<file path="src/rtl/fpdf_pkg.sv">
// Shared types and constants for the fixed-point decimal formatter.
// Used by every module of the block; has no dependencies of its own.
package fpdf_pkg;

  localparam int MAX_CHARS = 32;

  localparam int VALUE_W    = 32;
  localparam int CHAR_W     = 8;
  localparam int CFG_W      = 4;
  localparam int CFG_IDX_W  = 2;
  localparam int CFG_DATA_W = 8;

  // Decimal digits of a 32-bit magnitude and their packed BCD form.
  localparam int NUM_DIG   = 10;
  localparam int DIG_IDX_W = $clog2(NUM_DIG);
  localparam int NDIG_W    = $clog2(NUM_DIG + 1);
  localparam int BCD_W     = 4 * NUM_DIG;

  // One shift-and-adjust step per bit of the magnitude.
  localparam int CONV_STEPS = VALUE_W;
  localparam int CONV_CNT_W = $clog2(CONV_STEPS);

  // Field length int_digits + frac_digits + 1 is at most 31.
  localparam int LEN_W  = CFG_W + 1;
  localparam int STOP_W = LEN_W + 2;
  localparam logic [LEN_W-1:0] EMIT_CAP =
    LEN_W'(((MAX_CHARS - 1) < (2 ** LEN_W - 1)) ? (MAX_CHARS - 1) : (2 ** LEN_W - 1));

  localparam int FIFO_DEPTH = 2;
  localparam int FIFO_PTR_W = $clog2(FIFO_DEPTH);
  localparam int FIFO_CNT_W = $clog2(FIFO_DEPTH + 1);

  localparam logic [CHAR_W-1:0] CH_ZERO  = 8'd48;
  localparam logic [CHAR_W-1:0] CH_POINT = 8'h2e;
  localparam logic [CHAR_W-1:0] CH_MINUS = 8'h2d;
  localparam logic [CHAR_W-1:0] CH_SPACE = 8'h20;

  localparam logic [CFG_W-1:0]  INT_DIGITS_RST  = 4'd3;
  localparam logic [CFG_W-1:0]  FRAC_DIGITS_RST = 4'd1;
  localparam logic [CHAR_W-1:0] SIGN_CHAR_RST   = 8'd32;

  typedef enum logic [CFG_IDX_W-1:0] {
    CFG_INT_DIGITS  = 2'd0,
    CFG_FRAC_DIGITS = 2'd1,
    CFG_SIGN_CHAR   = 2'd2
  } cfg_reg_e;

  // Everything the emitter needs to lay out one field.
  typedef struct packed {
    logic [BCD_W-1:0]         bcd;   // decimal digits, least significant first
    logic [LEN_W-1:0]         len;   // field length
    logic [LEN_W-1:0]         vk;    // position of the point
    logic                     fr;    // point present
    logic signed [STOP_W-1:0] stop;  // sign position, negative if none
    logic [CHAR_W-1:0]        sgn;   // sign character
  } fpdf_rec_t;

endpackage

</file>
<file path="src/rtl/fpdf_front.sv">
// Front end of the formatter: accepts a value, converts its magnitude to BCD
// by shift-and-add-3 and works out the field layout. Uses fpdf_pkg.
module fpdf_front (
  input  logic                                    clk_i,
  input  logic                                    rst_ni,
  input  logic                                    in_valid_i,
  output logic                                    in_stall_o,
  input  logic signed [fpdf_pkg::VALUE_W-1:0]     value_i,
  input  logic [fpdf_pkg::CFG_W-1:0]              int_digits_i,
  input  logic [fpdf_pkg::CFG_W-1:0]              frac_digits_i,
  input  logic [fpdf_pkg::CHAR_W-1:0]             sign_char_i,
  output logic                                    push_o,
  output fpdf_pkg::fpdf_rec_t                     rec_o,
  input  logic                                    full_i
);

  typedef enum logic [1:0] {
    F_IDLE,
    F_CONV,
    F_PUSH
  } front_state_e;

  front_state_e                          state_q, state_d;
  logic [fpdf_pkg::CONV_CNT_W-1:0]       cnt_q, cnt_d;
  logic [fpdf_pkg::VALUE_W-1:0]          bin_q, bin_d;
  logic [fpdf_pkg::BCD_W-1:0]            bcd_q, bcd_d;
  logic [fpdf_pkg::BCD_W-1:0]            bcd_adj;
  logic                                  zero_q, zero_d;
  logic [fpdf_pkg::CFG_W-1:0]            int_q, int_d;
  logic [fpdf_pkg::CFG_W-1:0]            frac_q, frac_d;
  logic [fpdf_pkg::CHAR_W-1:0]           sgn_q, sgn_d;
  logic                                  accept;
  logic [fpdf_pkg::NDIG_W-1:0]           ndig;
  logic                                  fr;
  logic [fpdf_pkg::LEN_W-1:0]            len;
  logic signed [fpdf_pkg::STOP_W-1:0]    t_point, t_digits, stop;

  assign in_stall_o = (state_q != F_IDLE);
  assign accept     = in_valid_i && !in_stall_o;

  // Add 3 to every digit of 5 or more before the next shift.
  always_comb begin
    for (int k = 0; k < fpdf_pkg::NUM_DIG; k++) begin
      bcd_adj[4*k +: 4] = (bcd_q[4*k +: 4] >= 4'd5) ? bcd_q[4*k +: 4] + 4'd3
                                                     : bcd_q[4*k +: 4];
    end
  end

  // Number of significant decimal digits.
  always_comb begin
    ndig = '0;
    for (int k = 0; k < fpdf_pkg::NUM_DIG; k++) begin
      if (bcd_q[4*k +: 4] != 4'd0) begin
        ndig = fpdf_pkg::NDIG_W'(k + 1);
      end
    end
  end

  // The sign goes at the first position, counting from the right, that is
  // neither forced to a digit nor needed for the remaining magnitude.
  always_comb begin
    fr       = (frac_q != '0);
    len      = {1'b0, int_q} + {1'b0, frac_q} + fpdf_pkg::LEN_W'(1);
    t_point  = $signed({3'b000, int_q}) - (fr ? fpdf_pkg::STOP_W'(2) : '0);
    t_digits = $signed({2'b00, len} - fpdf_pkg::STOP_W'(1)
                       - fpdf_pkg::STOP_W'(fr) - fpdf_pkg::STOP_W'(ndig));
    if (zero_q) begin
      stop = t_point - fpdf_pkg::STOP_W'(1);
    end else if (t_digits < t_point) begin
      stop = t_digits;
    end else begin
      stop = t_point;
    end
  end

  always_comb begin
    rec_o.bcd  = bcd_q;
    rec_o.len  = len;
    rec_o.vk   = {1'b0, int_q};
    rec_o.fr   = fr;
    rec_o.stop = stop;
    rec_o.sgn  = sgn_q;
    push_o     = (state_q == F_PUSH) && !full_i;
  end

  always_comb begin
    state_d = state_q;
    cnt_d   = cnt_q;
    bin_d   = bin_q;
    bcd_d   = bcd_q;
    zero_d  = zero_q;
    int_d   = int_q;
    frac_d  = frac_q;
    sgn_d   = sgn_q;
    unique case (state_q)
      F_IDLE: begin
        if (accept) begin
          bin_d   = value_i[fpdf_pkg::VALUE_W-1] ? 0 - value_i : value_i;
          bcd_d   = '0;
          cnt_d   = '0;
          zero_d  = (value_i == '0);
          int_d   = int_digits_i;
          frac_d  = frac_digits_i;
          sgn_d   = value_i[fpdf_pkg::VALUE_W-1] ? fpdf_pkg::CH_MINUS : sign_char_i;
          state_d = F_CONV;
        end
      end
      F_CONV: begin
        bcd_d = {bcd_adj[fpdf_pkg::BCD_W-2:0], bin_q[fpdf_pkg::VALUE_W-1]};
        bin_d = {bin_q[fpdf_pkg::VALUE_W-2:0], 1'b0};
        cnt_d = cnt_q + 1'b1;
        if (cnt_q == fpdf_pkg::CONV_CNT_W'(fpdf_pkg::CONV_STEPS - 1)) begin
          state_d = F_PUSH;
        end
      end
      F_PUSH: begin
        if (!full_i) begin
          state_d = F_IDLE;
        end
      end
      default: state_d = F_IDLE;
    endcase
  end

  always_ff @(posedge clk_i or negedge rst_ni) begin
    if (!rst_ni) begin
      state_q <= F_IDLE;
      cnt_q   <= '0;
    end else begin
      state_q <= state_d;
      cnt_q   <= cnt_d;
    end
  end

  always_ff @(posedge clk_i) begin
    bin_q  <= bin_d;
    bcd_q  <= bcd_d;
    zero_q <= zero_d;
    int_q  <= int_d;
    frac_q <= frac_d;
    sgn_q  <= sgn_d;
  end

`ifndef SYNTHESIS
  // Conversion always runs its full length before the layout is offered.
  a_conv_len : assert property (@(posedge clk_i) disable iff (!rst_ni)
    (state_q == F_CONV) && (cnt_q != fpdf_pkg::CONV_CNT_W'(fpdf_pkg::CONV_STEPS - 1))
    |=> (state_q == F_CONV))
    else $error("conversion left early");
  // A new value is only taken once the previous layout has been queued.
  a_push_then_idle : assert property (@(posedge clk_i) disable iff (!rst_ni)
    push_o |=> (state_q == F_IDLE))
    else $error("front did not return to idle after queuing");
`endif

endmodule

</file>
<file path="src/rtl/fpdf_fifo.sv">
// Short queue of field layouts between the front end and the emitter.
// Uses fpdf_pkg for the record type and depth.
module fpdf_fifo (
  input  logic                clk_i,
  input  logic                rst_ni,
  input  logic                push_i,
  input  fpdf_pkg::fpdf_rec_t wdata_i,
  output logic                full_o,
  input  logic                pop_i,
  output logic                empty_o,
  output fpdf_pkg::fpdf_rec_t rdata_o
);

  fpdf_pkg::fpdf_rec_t                 mem_q [fpdf_pkg::FIFO_DEPTH];
  logic [fpdf_pkg::FIFO_PTR_W-1:0]     wr_ptr_q, rd_ptr_q;
  logic [fpdf_pkg::FIFO_CNT_W-1:0]     cnt_q;

  assign full_o  = (cnt_q == fpdf_pkg::FIFO_CNT_W'(fpdf_pkg::FIFO_DEPTH));
  assign empty_o = (cnt_q == '0);
  assign rdata_o = mem_q[rd_ptr_q];

  always_ff @(posedge clk_i or negedge rst_ni) begin
    if (!rst_ni) begin
      wr_ptr_q <= '0;
      rd_ptr_q <= '0;
      cnt_q    <= '0;
    end else begin
      if (push_i) begin
        wr_ptr_q <= (wr_ptr_q == fpdf_pkg::FIFO_PTR_W'(fpdf_pkg::FIFO_DEPTH - 1))
                    ? '0 : wr_ptr_q + 1'b1;
      end
      if (pop_i) begin
        rd_ptr_q <= (rd_ptr_q == fpdf_pkg::FIFO_PTR_W'(fpdf_pkg::FIFO_DEPTH - 1))
                    ? '0 : rd_ptr_q + 1'b1;
      end
      if (push_i && !pop_i) begin
        cnt_q <= cnt_q + 1'b1;
      end else if (pop_i && !push_i) begin
        cnt_q <= cnt_q - 1'b1;
      end
    end
  end

  always_ff @(posedge clk_i) begin
    if (push_i) begin
      mem_q[wr_ptr_q] <= wdata_i;
    end
  end

`ifndef SYNTHESIS
  a_no_overflow : assert property (@(posedge clk_i) disable iff (!rst_ni)
    push_i |-> !full_o)
    else $error("queue written while full");
  a_no_underflow : assert property (@(posedge clk_i) disable iff (!rst_ni)
    pop_i |-> !empty_o)
    else $error("queue read while empty");
`endif

endmodule

</file>
<file path="src/rtl/fpdf_back.sv">
// Emitter of the formatter, using fpdf_pkg: walks one queued field left to
// right, one character per cycle unless stalled, into the output register.
module fpdf_back (
  input  logic                           clk_i,
  input  logic                           rst_ni,
  input  logic                           empty_i,
  input  fpdf_pkg::fpdf_rec_t            rec_i,
  output logic                           pop_o,
  output logic                           out_valid_o,
  input  logic                           out_stall_i,
  output logic [fpdf_pkg::CHAR_W-1:0]    character_o,
  output logic                           last_o
);

  logic [fpdf_pkg::LEN_W-1:0]  pos_q, pos_d;
  logic                        valid_q, valid_d;
  logic [fpdf_pkg::CHAR_W-1:0] char_q, char_d;
  logic                        last_q, last_d;
  logic [fpdf_pkg::LEN_W-1:0]  n_emit, j;
  logic [3:0]                  dig [fpdf_pkg::NUM_DIG];
  logic [3:0]                  digit;
  logic [fpdf_pkg::CHAR_W-1:0] ch;
  logic                        load, at_end;

  always_comb begin
    for (int k = 0; k < fpdf_pkg::NUM_DIG; k++) begin
      dig[k] = rec_i.bcd[4*k +: 4];
    end
  end

  // Character at the current position of the field.
  always_comb begin
    n_emit = (rec_i.len > fpdf_pkg::EMIT_CAP) ? fpdf_pkg::EMIT_CAP : rec_i.len;
    j      = (rec_i.fr && (pos_q < rec_i.vk)) ? rec_i.len - fpdf_pkg::LEN_W'(2) - pos_q
                                              : rec_i.len - fpdf_pkg::LEN_W'(1) - pos_q;
    digit  = (j < fpdf_pkg::LEN_W'(fpdf_pkg::NUM_DIG)) ? dig[j[fpdf_pkg::DIG_IDX_W-1:0]]
                                                       : 4'd0;
    if ($signed({2'b00, pos_q}) > rec_i.stop) begin
      if (rec_i.fr && (pos_q == rec_i.vk)) begin
        ch = fpdf_pkg::CH_POINT;
      end else begin
        ch = fpdf_pkg::CH_ZERO + {4'd0, digit};
      end
    end else if ($signed({2'b00, pos_q}) == rec_i.stop) begin
      ch = rec_i.sgn;
    end else begin
      ch = fpdf_pkg::CH_SPACE;
    end
  end

  always_comb begin
    load    = !empty_i && (!valid_q || !out_stall_i);
    at_end  = (pos_q == n_emit - fpdf_pkg::LEN_W'(1));
    pop_o   = load && at_end;
    pos_d   = pos_q;
    valid_d = valid_q;
    char_d  = char_q;
    last_d  = last_q;
    if (load) begin
      valid_d = 1'b1;
      char_d  = ch;
      last_d  = at_end;
      pos_d   = at_end ? '0 : pos_q + 1'b1;
    end else if (!out_stall_i) begin
      valid_d = 1'b0;
    end
  end

  always_ff @(posedge clk_i or negedge rst_ni) begin
    if (!rst_ni) begin
      pos_q   <= '0;
      valid_q <= 1'b0;
    end else begin
      pos_q   <= pos_d;
      valid_q <= valid_d;
    end
  end

  always_ff @(posedge clk_i) begin
    char_q <= char_d;
    last_q <= last_d;
  end

  assign out_valid_o = valid_q;
  assign character_o = char_q;
  assign last_o      = last_q;

`ifndef SYNTHESIS
  // The queued layout is released exactly with the final character.
  a_pop_with_last : assert property (@(posedge clk_i) disable iff (!rst_ni)
    pop_o |=> (out_valid_o && last_o))
    else $error("layout released without a final character");
  // The position restarts after the final character of a field.
  a_pos_restart : assert property (@(posedge clk_i) disable iff (!rst_ni)
    pop_o |=> (pos_q == '0))
    else $error("position not reset after field end");
`endif

endmodule

</file>
<file path="src/rtl/fixed_point_decimal_formatter.sv">
// Top level of the fixed-point decimal formatter: configuration registers,
// front end, layout queue and emitter. Depends on fpdf_pkg and its submodules.
//
// Use: a signed 32-bit value enters on the input channel (in_valid_i, in_stall_o,
// value_i) and leaves as a right-justified ASCII field of
// int_digits + frac_digits + 1 characters on the output channel (out_valid_o,
// out_stall_i, character_o, last_o), leftmost character first, last_o marking
// the final one. A transaction completes at a rising edge with valid high and
// stall low.
// After the input transaction the front end runs its shift-and-add-3 BCD
// converter, one bit per cycle, and then queues the layout; the emitter then
// registers the first character, and a new one follows every cycle while
// out_stall_i is low. A value occupies the front end from its input
// transaction until its layout is queued, and then the emitter while its
// characters go out. A field has at most 31 characters, so the converter,
// not the emitter, sets the sustained rate of values when out_stall_i is low.
// The two-entry queue lets the front end convert the next value while the
// emitter is still sending, or is held by out_stall_i; a stalled character
// stays in the output register unchanged. Reset clears all control state and
// loads int_digits = 3, frac_digits = 1 and sign_char = space. The user must
// write registers through cfg_we_i, cfg_idx_i and cfg_data_i only while no
// value is in flight; the block does not enforce this. Index 3 is ignored.
module fixed_point_decimal_formatter (
  input  logic                                 clk_i,
  input  logic                                 rst_ni,
  input  logic                                 cfg_we_i,
  input  logic [fpdf_pkg::CFG_IDX_W-1:0]       cfg_idx_i,
  input  logic [fpdf_pkg::CFG_DATA_W-1:0]      cfg_data_i,
  input  logic                                 in_valid_i,
  output logic                                 in_stall_o,
  input  logic signed [fpdf_pkg::VALUE_W-1:0]  value_i,
  output logic                                 out_valid_o,
  input  logic                                 out_stall_i,
  output logic [fpdf_pkg::CHAR_W-1:0]          character_o,
  output logic                                 last_o
);

  logic [fpdf_pkg::CFG_W-1:0]  int_digits_q;
  logic [fpdf_pkg::CFG_W-1:0]  frac_digits_q;
  logic [fpdf_pkg::CHAR_W-1:0] sign_char_q;

  logic                push, full, pop, empty;
  fpdf_pkg::fpdf_rec_t push_rec, head_rec;

  // Configuration registers; only the low bits of the data are kept for the
  // digit counts.
  always_ff @(posedge clk_i or negedge rst_ni) begin
    if (!rst_ni) begin
      int_digits_q  <= fpdf_pkg::INT_DIGITS_RST;
      frac_digits_q <= fpdf_pkg::FRAC_DIGITS_RST;
      sign_char_q   <= fpdf_pkg::SIGN_CHAR_RST;
    end else if (cfg_we_i) begin
      unique case (cfg_idx_i)
        fpdf_pkg::CFG_INT_DIGITS:  int_digits_q  <= cfg_data_i[fpdf_pkg::CFG_W-1:0];
        fpdf_pkg::CFG_FRAC_DIGITS: frac_digits_q <= cfg_data_i[fpdf_pkg::CFG_W-1:0];
        fpdf_pkg::CFG_SIGN_CHAR:   sign_char_q   <= cfg_data_i;
        default: ;
      endcase
    end
  end

  // The front end converts the magnitude and works out where the sign goes.
  fpdf_front u_front (
    .clk_i         (clk_i),
    .rst_ni        (rst_ni),
    .in_valid_i    (in_valid_i),
    .in_stall_o    (in_stall_o),
    .value_i       (value_i),
    .int_digits_i  (int_digits_q),
    .frac_digits_i (frac_digits_q),
    .sign_char_i   (sign_char_q),
    .push_o        (push),
    .rec_o         (push_rec),
    .full_i        (full)
  );

  // The queue decouples conversion from emission.
  fpdf_fifo u_fifo (
    .clk_i   (clk_i),
    .rst_ni  (rst_ni),
    .push_i  (push),
    .wdata_i (push_rec),
    .full_o  (full),
    .pop_i   (pop),
    .empty_o (empty),
    .rdata_o (head_rec)
  );

  // The emitter turns the layout at the head of the queue into characters.
  fpdf_back u_back (
    .clk_i       (clk_i),
    .rst_ni      (rst_ni),
    .empty_i     (empty),
    .rec_i       (head_rec),
    .pop_o       (pop),
    .out_valid_o (out_valid_o),
    .out_stall_i (out_stall_i),
    .character_o (character_o),
    .last_o      (last_o)
  );

`ifndef SYNTHESIS
  // Characters only appear once a layout has been through the queue.
  a_out_needs_layout : assert property (@(posedge clk_i) disable iff (!rst_ni)
    $rose(out_valid_o) |-> $past(!empty))
    else $error("character produced without a queued layout");
`endif

endmodule
</file>
<file path="config.mk">
export PLATFORM = sky130hd
export DESIGN_NAME = fixed_point_decimal_formatter
export DESIGN_NICKNAME = d
export VERILOG_FILES = /design/src/rtl/fpdf_pkg.sv /design/src/rtl/fpdf_front.sv /design/src/rtl/fpdf_fifo.sv /design/src/rtl/fpdf_back.sv /design/src/rtl/fixed_point_decimal_formatter.sv
export SDC_FILE = /design/constraint.sdc
export NUM_CORES = 1
export LEC_CHECK = 0
export BUFFER_PORTS_ARGS = -buffer_cell sky130_fd_sc_hd__buf_2
export CORE_ASPECT_RATIO = 0.6
export CORE_MARGIN = 2
export CORE_UTILIZATION = 65
export CTS_CLUSTER_DIAMETER = 120
export DETAILED_ROUTE_END_ITERATION = 10
export PLACE_DENSITY = 0.86
export SKIP_CTS_REPAIR_TIMING = 1
export SLEW_MARGIN = 20
export SYNTH_ARGS = -nofsm -noshare
export SYNTH_HDL_FRONTEND = slang
export SYNTH_SLANG_ARGS = --single-unit
</file>
<file path="constraint.sdc">
create_clock -name clk_i -period 13.38 [get_ports clk_i]
set_input_delay 0.669 -clock clk_i [delete_from_list [all_inputs] [get_ports clk_i]]
set_output_delay 0.669 -clock clk_i [all_outputs]
set_load 0.01 [all_outputs]
</file>
==> run_results.csv <==
group,metric,value,unit
outcome,outcome,"completed",
setup_path,critPathCaptureType,"flip-flop",
global_route,grt_pass1_wl,47.05,mm
global_route,grt.busiest_layer,"met1",
finish,multi_input_area,5464,um^2
sta,skew,0.01996,ns
sta,worst_slew_pin_slew,1.025,ns
route,drcViolationCount,0,
clock_tree,cts_buffers,24,
sta,timing.final.crit_share,40.87,%
finish,regArea,7679,um^2
route,via_per_inst,6.229,
sta,clock.fmax,182.9,MHz
setup_path,path_max_fanout,6,
logic_synthesis,syn_nets,1235,
logic_synthesis,ys.flop_type,"edfxtp_1",
logic_synthesis,yosysSeqAreaShare,56.76,%
finish,fin_area,14900,um^2
finish,diodes,0,
route,finalWirelength,30.02,mm
global_route,grt_overflow,0,
finish,fill_cells,1267,
sta,hold_viol,0,
clock_tree,cts_sinks,261,
route,initialDrtViolationCount,1016,
route,dr.pass1.iters,5,
sta,rsz0062_at_grt,"false",
logic_synthesis,yosys-top-cells-area,"edfxtp_1 51%, ha_1 6.0%, dfrtp_1 5.4%",
placement,dpl.hpwl,20.28,mm
die,die_area,22020,um^2
global_route,grt_max_degree,74,
setup_path,cp.arrival,5.71,ns
setup_path,cp.required,13.62,ns
logic_synthesis,avgSynthCellArea,12.10,um^2
clock_tree,cts_tree,"yes",
die,rows,40,
sta,slew_violations,0,
global_route,gr-usage-all-layers,28.04,%
logic_synthesis,synth_edf_count,228,
route,vias,9119,
job,drv_cap,0,
logic_synthesis,yosys_warnings,0,
logic_synthesis,synthArstFlopShare,12.64,%
route,detail-route-antenna-nets,0,
die,core_area,20220,um^2
logic_synthesis,netlist_instances,1118,
route,routedWlPerCell,20.50,um
global_route,met3_usage,7.935,%
clock_tree,cts-htree-levels,1,
global_route,grt_pass1_vias,8557,
clock_tree,clockBufferDepth,3,
die,die_h,115.7,um
die,start_util,66.90,%
logic_synthesis,synth_area_leader_cell,"edfxtp_1",
placement,port_buffers,57,
logic_synthesis,synth_top_area_share,50.62,%
sta,setup_viol,0,
clock_tree,clk_pin_slew,0.06,ns
setup_path,start_kind,"flip-flop",
setup_path,crit_type,"reg2reg",
logic_synthesis,ys_seq_elements,261,
global_route,grt_antenna_before_repair,0,
global_route,grt_use_met1,43.05,%
min_path,min_path_type,"in2async",
logic_synthesis,synth_area,13530,um^2
finish,syn2layout_area_growth,10.17,%
global_route,grt_use_met2,40.49,%
clock_tree,insertion_delay,0.53,ns
die,dieWidth,190.2,um
sta,timing.setup.tns,0,ns
power,leakagePower,5.797,nW
power,p_per_area,247.6,nW/um^2
sta,relSlewSlack,31.65,%
power,ir_drop,179.3,uV
placement,place.gp.congestion,0.9270,
logic_synthesis,synth.distinct_cells,62,
sta,layout_min_cycle_time,5.468,ns
finish,drive_gt1_share,14.61,%
placement,post_dp_cell_area,14070,um^2
clock_tree,root_buffer,"clkbuf_16",
die,io_pins,58,
finish,layout.nets,1291,
[area by class of cell]
| cell class | instances | share of cell area [%] |
|---|---|---|
| clock buffer | 26 | 4.081 |
| clock inverter | 17 | 1.503 |
| inverter | 68 | 1.713 |
| multi-input combinational | 756 | 36.67 |
| sequential | 261 | 51.53 |
| tap | 273 | 2.292 |
| timing repair buffer | 63 | 2.217 |
[critical path, cell delays in order (launching register included)]
cell and delay [ns]:
edfxtp_1 0.46, inv_1 0.13, ha_1 0.21, nor3b_1 0.34, nand2_1 0.11, a31oi_1 0.22, o211ai_1 0.11, nand2_1 0.09
a21oi_1 0.08, fa_1 0.47, inv_1 0.08, ha_1 0.22, nand2b_1 0.07, nand3b_1 0.11, a21o_1 0.19, a21oi_1 0.16
xor2_1 0.23, ha_1 0.28, or4b_2 0.63, o21ai_0 0.17, nor2_1 0.18, or3b_2 0.47, o41ai_1 0.07, a21oi_1 0.11
[cells by family (layout without fill, tap and decap cells)]
family | Yosys count | count (layout) | synth area share, %
and+or+nand+nor | 330 | 330 | 11.64
adders and majority gates | 70 | 70 | 6.752
AOI/OAI and AO/OA | 199 | 199 | 8.843
xor gates and xnor gates | 73 | 73 | 4.727
buffers and inverters | 101 | 174 | 3.099
DFF | 261 | 261 | 56.76
muxes | 84 | 84 | 8.186
[registers in the layout, summed over array words and instances, names as in the netlist]
| register | count |
|---|---|
| frac_digits_q | 4 |
| int_digits_q | 4 |
| u_front.sgn_q | 8 |
| sign_char_q | 8 |
| u_front.bin_q | 32 |
| u_fifo.mem_q | 130 |
| u_back.out_valid_o | 1 |
| u_back.character_o | 8 |
| u_front.state_q | 2 |
| u_fifo.wr_ptr_q | 1 |
| u_back.pos_q | 5 |
| u_front.cnt_q | 5 |
| u_front.zero_q | 1 |
| u_front.frac_q | 4 |
| u_back.last_o | 1 |
| u_fifo.rd_ptr_q | 1 |
| u_fifo.cnt_q | 2 |
| u_front.bcd_q | 40 |
| u_front.int_q | 4 |
[path summary, 6_finish.rpt]
path	startpoint	endpoint	slack, ns	depth (start not counted)
min in group clk_i	out_stall_i	u_back.out_valid_o$_DFFE_PN0P_	0.36	3
worst min-delay path	rst_ni	sign_char_q[3]$_DFFE_PN0P_	0.24	1
worst min register to register	int_digits_q[3]$_DFFE_PN0P_	u_front.int_q[3]$_DFFE_PP_	0.45	0
worst max register to register	u_front.bcd_q[8]$_SDFFCE_PN0P_	u_fifo.mem_q[1][8]$_DFFE_PP_	7.91	23
worst max-delay path	u_front.bcd_q[8]$_SDFFCE_PN0P_	u_fifo.mem_q[1][8]$_DFFE_PP_	7.91	23
max in group asynchronous	rst_ni	u_fifo.rd_ptr_q$_DFFE_PN0P_	12.55	1
[Yosys cell counts, types with 5 or more instances]
library cell	number
or2_2	8
mux2i_1	42
a21oi_1	59
mux2_2	23
clkbuf_1	22
or3_1	10
xor2_1	49
o31ai_1	14
a21o_1	6
o21ai_0	74
nor2b_1	15
nor2_1	86
ha_1	65
a211oi_1	5
edfxtp_1	228
nor3_1	25
dfrtp_1	29
o211ai_1	6
mux4_2	19
inv_1	68
fa_1	5
o22ai_1	5
nand3b_1	7
xnor2_1	24
nand2b_1	17
nor3b_1	8
nand2_1	112
nand3_1	19
[routing by layer]
metal  share of wire [%]  up-vias  wire length [um]
met1                  44     4419             13250
met4                 1.3        0               399
met3                  12       41              3517
li1                    -     4197                 -
met5                   0        -                 0
met2                  43      462             12860
[stage by stage]
step	hold WS, ns	utilization, %	power (mW)	setup slack, ns	cells
3_5_place_dp	0.4329	69.59	2.912	7.993	1421
5_1_grt	0.3104	73.70	3.905	7.597	1464
3_3_place_gp	0.4258	69.59	2.836	8.151	1421
6_report	0.2432	73.70	3.689	7.912	1464
4_1_cts	0.2563	73.70	3.657	7.978	1464
2_1_floorplan	0.3734	-	2.491	8.589	1118
[power breakdown]
group	total, mW	switching, mW	internal, mW
Combinational	1.60	0.960	0.640
Sequential	1.36	0.178	1.18
Clock	0.728	0.301	0.427
[layout by cell type (no fill, tap or decap), drive strengths merged, types with 23 or more instances in the layout]
| cell | instances |
|---|---|
| edfxtp | 228 |
| nand2 | 112 |
| nor2 | 86 |
| o21ai | 76 |
| inv | 68 |
| ha | 65 |
| buf | 63 |
| a21oi | 59 |
| xor2 | 49 |
| mux2i | 42 |
| dfrtp | 29 |
| clkbuf | 26 |
| nor3 | 25 |
| xnor2 | 24 |
| mux2 | 23 |
(Power assumes the default switching activity.)
